$ cat src/rtl/tbc_pkg.sv
// ----------------------------------------------------------------------------
// tbc_pkg: shared types and constants for the text body byte checker
// Transaction payloads, status codes, register indexes and per-byte state.
// ----------------------------------------------------------------------------
package tbc_pkg;

  // Result status codes
  typedef enum logic [2:0] {
    ST_ACCEPTED    = 3'd0,
    ST_CTRL_START  = 3'd1,
    ST_LINE_LONG   = 3'd2,
    ST_NO_FINAL_NL = 3'd3,
    ST_FINISHED_OK = 3'd4,
    ST_IGNORED     = 3'd5
  } status_e;

  // Configuration register indexes
  typedef enum logic [0:0] {
    CFG_MAX_LINE_LEN = 1'b0,
    CFG_KEYWORD_MASK = 1'b1
  } cfg_idx_e;

  localparam int unsigned CfgDataW  = 64;
  localparam int unsigned ColumnW   = 17;

  localparam logic [7:0]          ByteNewline  = 8'h0A;
  localparam logic [7:0]          ByteCtrlA    = 8'h01;
  localparam logic [7:0]          BytePercent  = 8'h25;
  localparam logic [ColumnW-1:0]  ColumnMax    = '1;
  localparam logic [15:0]         MaxLenReset  = 16'd0;
  localparam logic [63:0]         KwMaskReset  = 64'd113193982;

  typedef struct packed {
    logic [7:0] data_byte;
    logic       end_of_input;
  } tbc_in_t;

  typedef struct packed {
    logic [2:0]  status;
    logic [7:0]  out_byte;
    logic        out_valid;
    logic [31:0] line_total;
    logic        keyword_seen;
  } tbc_out_t;

  // Per-stream state carried from one byte to the next (line count kept apart)
  typedef struct packed {
    logic [7:0]         previous_byte;
    logic               keyword_armed;
    logic [ColumnW-1:0] column_count;
    logic               keyword_flag;
    logic               stopped;
  } tbc_state_t;

  localparam tbc_state_t StateReset = '{
    previous_byte: ByteNewline,
    keyword_armed: 1'b0,
    column_count:  '0,
    keyword_flag:  1'b0,
    stopped:       1'b0
  };

endpackage

$ cat src/rtl/tbc_step.sv
// ----------------------------------------------------------------------------
// tbc_step: per-byte check logic
// Computes the result and the next state for one transaction.
// ----------------------------------------------------------------------------
module tbc_step #(
  parameter int unsigned LINE_COUNT_BITS = 32
) (
  input  tbc_pkg::tbc_in_t            item_i,
  input  tbc_pkg::tbc_state_t         state_i,
  input  logic [LINE_COUNT_BITS-1:0]  lines_i,
  input  logic [15:0]                 max_line_len_i,
  input  logic [63:0]                 kw_mask_i,
  output tbc_pkg::tbc_state_t         state_o,
  output logic [LINE_COUNT_BITS-1:0]  lines_o,
  output tbc_pkg::tbc_out_t           result_o
);

  logic [7:0]                 b;
  logic                       is_letter;
  logic                       kw_flag_new;
  logic [LINE_COUNT_BITS-1:0] lines_new;
  logic [tbc_pkg::ColumnW-1:0] col_new;
  logic                       at_line_start;
  logic                       too_long;
  logic [31:0]                total_cur;
  logic [31:0]                total_new;

  assign b = item_i.data_byte;
  assign is_letter = (b[7:6] == 2'b01) && kw_mask_i[b[5:0]];
  assign kw_flag_new = state_i.keyword_flag
                     | (state_i.keyword_armed && (b == tbc_pkg::BytePercent));
  assign lines_new = ((b == tbc_pkg::ByteNewline) && !(&lines_i))
                   ? lines_i + LINE_COUNT_BITS'(1) : lines_i;
  assign at_line_start = (state_i.previous_byte == tbc_pkg::ByteNewline);

  // Column advances by two per byte after the first, saturating
  always_comb begin
    if (at_line_start) begin
      col_new = '0;
    end else if (state_i.column_count >= (tbc_pkg::ColumnMax - tbc_pkg::ColumnW'(1))) begin
      col_new = tbc_pkg::ColumnMax;
    end else begin
      col_new = state_i.column_count + tbc_pkg::ColumnW'(2);
    end
  end

  assign too_long = (max_line_len_i != '0)
                  && (col_new >= {{(tbc_pkg::ColumnW-16){1'b0}}, max_line_len_i});

  // Line total shown at the port: 32 bits, saturating when the counter is wider
  if (LINE_COUNT_BITS > 32) begin : g_sat
    assign total_cur = (|lines_i[LINE_COUNT_BITS-1:32]) ? '1 : lines_i[31:0];
    assign total_new = (|lines_new[LINE_COUNT_BITS-1:32]) ? '1 : lines_new[31:0];
  end else begin : g_ext
    assign total_cur = 32'(lines_i);
    assign total_new = 32'(lines_new);
  end

  always_comb begin
    state_o  = state_i;
    lines_o  = lines_i;
    result_o = '{status: tbc_pkg::ST_IGNORED, out_byte: '0, out_valid: 1'b0,
                 line_total: total_cur, keyword_seen: state_i.keyword_flag};
    priority if (state_i.stopped) begin
      // everything ignored until reset
    end else if (item_i.end_of_input) begin
      state_o.keyword_armed = 1'b0;
      state_o.stopped       = 1'b1;
      result_o.status = at_line_start ? tbc_pkg::ST_FINISHED_OK
                                      : tbc_pkg::ST_NO_FINAL_NL;
    end else begin
      state_o.keyword_flag  = kw_flag_new;
      state_o.keyword_armed = 1'b0;
      state_o.column_count  = col_new;
      lines_o               = lines_new;
      result_o.line_total   = total_new;
      result_o.keyword_seen = kw_flag_new;
      priority if (at_line_start && (b == tbc_pkg::ByteCtrlA)) begin
        state_o.stopped = 1'b1;
        result_o.status = tbc_pkg::ST_CTRL_START;
      end else if (!at_line_start && too_long) begin
        state_o.stopped = 1'b1;
        result_o.status = tbc_pkg::ST_LINE_LONG;
      end else begin
        state_o.keyword_armed = !kw_flag_new
                              && (state_i.previous_byte == tbc_pkg::BytePercent)
                              && is_letter;
        state_o.previous_byte = b;
        result_o.status    = tbc_pkg::ST_ACCEPTED;
        result_o.out_byte  = b;
        result_o.out_valid = 1'b1;
      end
    end
  end

endmodule

$ cat config.mk
export PLATFORM = sky130hd
export DESIGN_NAME = tbc_step
export DESIGN_NICKNAME = d
export VERILOG_FILES = /design/src/rtl/tbc_pkg.sv /design/src/rtl/tbc_step.sv
export SDC_FILE = /design/constraint.sdc
export NUM_CORES = 1
export LEC_CHECK = 0
export ABC_CLOCK_PERIOD_IN_PS = 9600
export BUFFER_PORTS_ARGS = -buffer_cell sky130_fd_sc_hd__buf_2
export CAP_MARGIN = 10
export CORE_AREA = 2 2 98 100
export DETAILED_ROUTE_END_ITERATION = 16
export DIE_AREA = 0 0 100 102
export PLACE_DENSITY_LB_ADDON = 0.2
export SYNTH_ARGS = -nofsm -noshare
export SYNTH_HDL_FRONTEND = slang
export SYNTH_SLANG_ARGS = --single-unit
$ cat constraint.sdc
create_clock -name vclk -period 9.6
set_input_delay 0 -clock vclk [all_inputs]
set_output_delay 0 -clock vclk [all_outputs]
set_load 0.05 [all_outputs]
After elaboration in Yosys (flattened, before gate mapping)
Index checks and enable logic that the tools add are counted.
{ "op_classes": {"addsub": 2, "magnitude_cmp": 3, "eq_ne": 6, "mux": 24, "bitwise": 1, "reduce_logical": 13} }
{ "ops": {"columns": ["cell", "n"], "rows": [
  ["$mux 32", 3],
  ["$mux 45", 1],
  ["$mux 42", 1],
  ["$mux 9", 4],
  ["$mux 17", 2],
  ["$add 32x1->32 const B", 1],
  ["$reduce_and 32->1", 1],
  ["$mux 28", 1],
  ["$mux 18", 1],
  ["$add 17x2->17 const B", 1],
  ["$ge 17x16->1", 1],
  ["$ge 17x17->1 const B", 1],
  ["$eq 8x4->1 const B", 2],
  ["$eq 8x6->1 const B", 2],
  ["$reduce_bool 16->1", 1],
  ["$eq 8x1->1 const B", 1],
  ["$logic_and 1x1->1", 8],
  ["$mux 8", 1],
  ["$lt 6x7->1 const B", 1],
  ["$bmux 1 s6", 1],
  ["$mux 3", 2],
  ["$mux 1", 5],
  ["$mux 2", 2],
  ["$logic_not 1->1", 3],
  ["other kinds (2)", 2]
]} }
{ "totals": {"ff_bits": 0, "input_bits": 149, "out_inout_bits": 105, "elab_cells": 49} }

Longest topological paths before layout
Gate-level depths: netlist (run 1).
{ "depth": {"depth_word": 10, "ltp_mapped": 17} }

Worst setup path after synthesis (run 1)
Ideal clock, no wire load.
{ "synth_timing": {"kind": "input -> output", "startpoint": "input port state_i[24] in the netlist's numbering", "endpoint": "output port result_o[34] in the netlist's numbering", "arrival_time_ns": 3.546, "required_time_ns": 9.600, "setup_slack_ns": 6.054, "path_stages": 14, "n_path_buf": 3, "cell_sequence": "or3_1 nor3_1 clkbuf_1 clkbuf_1 nor2_1 ha_1 a21oi_1 a21boi_0 o31ai_1 a211oi_1 o41a_1 a21oi_4 buf_6 and2_1"} }
{ "synth_lines": {"columns": ["item", "line", "text"], "rows": [
  ["from (decl)", "tbc_step.sv:9", "input tbc_pkg::tbc_state_t state_i,"],
  ["to (decl)", "tbc_step.sv:15", "output tbc_pkg::tbc_out_t result_o"]
]} }

==> results of run 1 <==
==> cell type report <==
type                       count  share of cell area [%]
inverter                      23                   2.178
timing repair buffer         255                   32.26
multi-input combinational    336                   62.06
tap                          111                   3.504
==> worst paths after layout <==
path,cells past startpoint,endpoint,start,slack [ns]
setup / recovery,15,state_o[23],state_i[5],5.70
hold / removal,3,lines_o[27],lines_i[27],0.36
==> report_power, final <==
| part | total, mW | internal, mW | switching [mW] |
|---|---|---|---|
| Combinational | 0.235 | 0.0765 | 0.158 |
| Sequential | 0 | 0 | 0 |
| Clock | 0 | 0 | 0 |
==> kinds of logic (layout without fill, tap and decap cells) <==
kind of cell / count (synthesis) / count (layout)
muxes: 34 / 34
xor gates and xnor gates: 43 / 43
AOI/OAI and AO/OA: 49 / 49
buffers and inverters: 77 / 278
and+or+nand+nor: 192 / 192
adders and majority gates: 18 / 18
==> routing by layer <==
| metal | vias to the layer above | wire length [microns] | track usage [%] |
|---|---|---|---|
| li1 | 1851 | - | - |
| met5 | - | 0 | 0 |
| met4 | 0 | 133 | 2.529 |
| met3 | 10 | 681 | 1.573 |
| met2 | 160 | 5413 | 34.62 |
| met1 | 1653 | 4335 | 22.94 |
==> cells in the mapped netlist, drive strengths merged (2+ instances only) <==
| cell | count | area share [%] |
|---|---|---|
| o31ai | 14 | 3.7 |
| nor4b | 3 | 0.91 |
| ha | 18 | 7.8 |
| inv | 23 | 3.0 |
| nand3 | 19 | 3.3 |
| and3 | 8 | 2.1 |
| buf | 37 | 9.4 |
| a21o | 4 | 1.0 |
| nor3b | 2 | 0.52 |
| mux4 | 15 | 12 |
| xor2 | 14 | 4.3 |
| clkbuf | 17 | 2.3 |
| o211ai | 2 | 0.52 |
| nor2b | 2 | 0.43 |
| nor3 | 10 | 1.7 |
| mux2 | 11 | 4.3 |
| nand2 | 41 | 5.3 |
| a21oi | 10 | 2.1 |
| nand2b | 2 | 0.43 |
| mux2i | 8 | 2.8 |
| or4 | 2 | 0.52 |
| nand3b | 4 | 1.0 |
| nand4 | 20 | 4.3 |
| and4 | 3 | 0.91 |
| o21ai | 9 | 1.7 |
| a211oi | 2 | 0.52 |
| and2 | 11 | 2.4 |
| nor2 | 54 | 7.1 |
| nor4 | 7 | 1.5 |
| or2 | 2 | 0.44 |
| xnor2 | 29 | 8.8 |
| or3 | 2 | 0.43 |
==> metrics by stage <==
step	area [sq um]	utilization [%]	hold slack (ns)	setup WS, ns
detailed placement	3964	43.52	0.3610	5.765
finish	3964	43.52	0.3622	5.700
global route	3964	43.52	0.3807	5.391
floorplan	2878	-	0.1886	6.054
global placement	3964	43.52	0.3627	5.871
CTS	3964	43.52	0.3624	5.766
==> cells in the final DEF (no fill, tap or decap), types with 15 or more instances in the layout <==
cell / synthesis / routed
buf_2: 1 / 254
nor2_1: 53 / 53
nand2_1: 41 / 41
xnor2_1: 29 / 29
inv_1: 23 / 23
nand4_1: 20 / 20
nand3_1: 19 / 19
ha_1: 18 / 18
mux4_2: 15 / 15
==> impl_metrics.py, run 1 <==
metrics = {
    "timing": {
        "slew_violations": 0,
        "period_share_pct": 40.63,
        "setup-tns-final_ns": 0,
        "tightest_slew_ns": 0.5827,
        "rsz0062_at_grt": "false",
        "fmax_mhz": 256.4,
        "min_period_ns": 3.900,
        "hold_viol_final": 0,
        "setup_viol": 0,
        "relSlewSlack_pct": 60.85,
    },
    "cells_and_area": {
        "final_layout_size_suffix_gt1_share_pct": 46.91,
        "design.seq.count": 0,
        "seqCellArea_sq_um": 0,
        "final_cells": 725,
        "nets": 783,
        "n_clock_buffer": 0,
        "multi_input_area_sq_um": 2460,
        "area_growth_pct": 37.74,
        "diodes": 0,
        "n_fill_cell": 976,
    },
    "synth": {
        "avgSynthCellArea_sq_um": 6.968,
        "syn_area_sq_um": 2878,
        "yosysWarnings": 0,
        "yosys.cell_types.count": 49,
        "mappedNetlistNets": 580,
        "synthMuxAreaShare_pct": 18.83,
        "synth_top_family_by_area": "simple AND/OR/NAND/NOR gates",
        "synth-simple-area-share_pct": 33.52,
        "synth_adder_area_share_pct": 7.826,
        "postSynthCellCount": 413,
        "ys_seq_area_share_pct": 0,
        "synth-xor-area-share_pct": 13.09,
        "synth_compound_area_share_pct": 12.04,
    },
    "global_route": {
        "gr-total-overflow": 0,
        "grt_first_pass_wirelength_microns": 15530,
        "grt_usage_pct": 18.22,
        "grt_pass1_vias": 3259,
        "grt_max_degree": 32,
        "antenna_found_initial": 0,
    },
    "critical_path": {
        "crit_buf_inv": 2,
        "crit_top_cell": "nor2_1",
        "end_kind": "output pin",
        "slowest_delay_ns": 0.64,
        "critPathArrivalTime_ns": 3.90,
        "worstPathCellList": "buf_2, nand4_1, nor2_1, and4_1, nor2_1, nor2_1, ha_1, a21oi_1, a21boi_0, o31ai_1, a211oi_1, o41a_1, a21oi_4, mux2_2, buf_2",
        "crit_path_max_fanout": 19,
        "slowest_stage": "and4_1",
        "cp-start-kind": "primary input",
        "cpLargestDelayFamily": "compound AO/OA/AOI/OAI gates",
        "critical_path_class": "primary input to output pin",
        "worstPathRequired_ns": 9.60,
    },
    "floorplanning": {
        "die_y_microns": 102,
        "die_area_sq_um": 10200,
        "rows": 35,
        "die_x_microns": 100,
        "start_util_pct": 31.59,
        "pin_count": 254,
        "core-area_sq_um": 9109,
    },
    "status": {
        "status": "finished, final reports clean",
    },
    "drt": {
        "drc": 0,
        "wl_per_cell_microns": 14.57,
        "wirelength_microns": 10560,
        "drt-pass1-iter-count": 4,
        "drt_iter0_markers": 105,
        "vias": 3674,
        "vias_per_cell": 5.068,
        "ant_nets": 0,
    },
    "power_and_ir_drop": {
        "leakagePower_nw": 2.015,
        "irDropWorstVdd_mv": 0.02455,
        "fin_total_pwr_mw": 0.2348,
        "power.density_nw_per_um2": 59.25,
    },
    "place": {
        "placed_cells": 725,
        "port_buffers": 254,
        "place_congestion": 0.8754,
        "dp_hpwl_microns": 9215,
    },
    "flow_run": {
        "drv_cap": 0,
    },
    "clock_tree": {
        "postCtsHoldBufs": 0,
        "cts_setup_buffers": 0,
        "ctsResizeCount": 0,
    },
    "hold_path": {
        "hp-class": "primary input to output pin",
    },
}
Power figures use the tool's default switching activity.
==> run 2, diff against run 1 <==
--- a/config.mk
+++ b/config.mk
@@ -5,12 +5,13 @@
 export SDC_FILE = /design/constraint.sdc
 export NUM_CORES = 1
 export LEC_CHECK = 0
-export ABC_CLOCK_PERIOD_IN_PS = 9600
+export ABC_AREA = 1
+export ABC_CLOCK_PERIOD_IN_PS = 4000
 export BUFFER_PORTS_ARGS = -buffer_cell sky130_fd_sc_hd__buf_2
 export CAP_MARGIN = 10
-export CORE_AREA = 2 2 98 100
+export CORE_AREA = 2 2 99 101
 export DETAILED_ROUTE_END_ITERATION = 16
-export DIE_AREA = 0 0 100 102
+export DIE_AREA = 0 0 101 103
 export PLACE_DENSITY_LB_ADDON = 0.2
 export SYNTH_ARGS = -nofsm -noshare
 export SYNTH_HDL_FRONTEND = slang
==> constraint.sdc (replaced) <==
create_clock -name vclk -period 4
set_input_delay 0 -clock vclk [all_inputs]
set_output_delay 0 -clock vclk [all_outputs]
set_load 0.05 [all_outputs]
==> run 2 against run 1 <==
Sequential cell count is the same. Core utilization is 3.1 points higher. Cell count up 36%. First-iteration DRC count rose by 36%. Routed wire length increased by 14%. Critical path type unchanged. Largest power group unchanged.
==> impl_metrics.py, run 2 <==
metrics = {
    "hold_path": {
        "holdPathStages": 3,
        "hold_end": "result_o[43]",
        "hp-class": "primary input to output pin",
        "hp-start": "state_i[0]",
    },
    "drt": {
        "wl_per_cell_microns": 12.18,
        "drt-pass1-iter-count": 4,
        "wirelength_microns": 12000,
        "drc": 0,
        "vias_per_cell": 4.691,
        "ant_nets": 0,
        "drt_iter0_markers": 143,
        "vias": 4621,
    },
    "cells_and_area": {
        "area_growth_pct": 32.77,
        "n_fill_cell": 1136,
        "design.seq.count": 0,
        "final_layout_size_suffix_gt1_share_pct": 31.69,
        "final_cell_area_sq_um": 4405,
        "seqCellArea_sq_um": 0,
        "n_clock_buffer": 0,
        "final_common_cell": "buf_2",
        "final_cell_mix": "buf_2, nand2_1, nor2_1, inv_1, o21ai_0",
        "diodes": 0,
        "nets": 1040,
    },
    "power_and_ir_drop": {
        "power.density_nw_per_um2": 137.0,
        "leakagePower_nw": 2.743,
        "fin_total_pwr_mw": 0.6037,
        "irDropWorstVdd_mv": 0.07729,
    },
    "critical_path": {
        "critPathArrivalTime_ns": 3.15,
        "worstPathRequired_ns": 4.00,
        "cp-start-kind": "primary input",
        "critical_path_class": "primary input to output pin",
        "end_kind": "output pin",
        "crit_path_max_fanout": 12,
    },
    "timing": {
        "setup_viol": 0,
        "fmax_mhz": 317.8,
        "relSlewSlack_pct": 40.79,
        "hold_viol_final": 0,
        "min_period_ns": 3.146,
        "period_share_pct": 78.66,
        "slew_violations": 0,
        "rsz0062_at_grt": "false",
        "setup-tns-final_ns": 0,
        "tightest_slew_ns": 0.8881,
    },
    "synth": {
        "syn_area_sq_um": 3318,
        "postSynthCellCount": 667,
        "yosysTopAreaCellShare_pct": 19.80,
        "ys_top_cells_by_count": "nand2_1, nor2_1, inv_1",
        "yosysWarnings": 0,
        "mappedNetlistNets": 834,
        "synth.most_common_cell": "nand2_1",
        "synth_top_cell_by_area": "nand2_1",
        "synth_area_leaders": "nand2_1, nor2_1, inv_1, buf_4, ha_1",
        "yosys.cell_types.count": 30,
        "avgSynthCellArea_sq_um": 4.975,
        "ys_seq_area_share_pct": 0,
    },
    "place": {
        "dpl_cell_area_sq_um": 4405,
        "port_buffers": 254,
        "dp_hpwl_microns": 10300,
        "place_congestion": 0.9581,
    },
    "floorplanning": {
        "die_area_sq_um": 10400,
        "pin_count": 254,
        "rows": 36,
        "start_util_pct": 35.08,
        "core-area_sq_um": 9459,
        "die_x_microns": 101,
        "die_y_microns": 103,
    },
    "global_route": {
        "busiest_layer": "met2",
        "grt_max_degree": 38,
        "grt_pass1_vias": 4032,
        "use_met1_pct": 27.63,
        "grt_first_pass_wirelength_microns": 18530,
        "use_met3_pct": 1.220,
        "use_met2_pct": 40.36,
        "gr-total-overflow": 0,
        "grt_usage_pct": 21.28,
        "antenna_found_initial": 0,
    },
    "flow_run": {
        "drv_cap": 0,
    },
    "clock_tree": {
        "postCtsHoldBufs": 0,
        "cts_setup_buffers": 0,
        "ctsResizeCount": 0,
    },
    "status": {
        "status": "finished, final reports clean",
    },
}
## run 2: layer usage
metal | vias to the layer above | routed length (microns)
met5 | - | 0
met4 | 0 | 115
met3 | 10 | 657
met2 | 137 | 5890
met1 | 2003 | 5337
li1 | 2471 | -
## run 2: layout make-up
type / count / area (sq um) / area share (%)
inverters: 104 / 390.4 / 8.861
multi-input cells: 511 / 2586 / 58.70
well taps: 114 / 142.6 / 3.238
repair buffers: 256 / 1286 / 29.20
## run 2: worst max path at each step
stage / start / depth (start not counted) / to / slack [ns]
finish: state_i[3] / 27 / state_o[25] / 0.85
global route: state_i[3] / 27 / state_o[24] / 0.43
CTS: state_i[3] / 27 / state_o[23] / 0.86
detailed placement: state_i[3] / 27 / state_o[23] / 0.87
global placement: state_i[3] / 24 / state_o[20] / 0.93
floorplan: state_i[3] / 24 / result_o[43] / 1.00
## run 2: kinds of logic after synthesis
group | after synthesis | share of synthesized area (%)
buffers and inverters | 156 | 22.06
XOR/XNOR | 38 | 10.03
AO/OA/AOI/OAI | 84 | 13.35
adder cells (fa/ha/maj) | 18 | 6.787
AND/OR/NAND/NOR | 371 | 47.78
## run 2: critical path, cell delays in order
cell and delay (ns):
buf_2 0.12, ha_1 0.21, nand3_1 0.13, nor2_1 0.09, nand2_1 0.08, nor2_1 0.04
a21oi_1 0.11, buf_4 0.19, inv_1 0.10, o21ai_0 0.25, inv_1 0.07, ha_1 0.29
nand2_1 0.07, inv_1 0.06, nand2_1 0.06, nor2_1 0.15, a21oi_1 0.08, nand3_1 0.07
nand2_1 0.05, nand2_1 0.05, nand2_1 0.04, nand2_1 0.06, nand2_2 0.15, nand2_2 0.21
nand2_1 0.08, nand2_1 0.06, buf_2 0.26
## run 2: per-stage QoR
stage	hold slack [ns]	std cells	util, %	setup WS [ns]
floorplan	0.1750	667	-	1.003
global placement	0.3677	985	46.57	0.9268
detailed placement	0.3587	985	46.57	0.8669
CTS	0.3603	985	46.57	0.8641
global route	0.3728	985	46.57	0.4345
finish	0.3669	985	46.57	0.8535
## run 2: power breakdown
part | internal (mW) | switching, mW | total, mW
clock | 0 | 0 | 0
combinational | 0.172 | 0.432 | 0.604
sequential | 0 | 0 | 0
total | 0.172 | 0.432 | 0.604
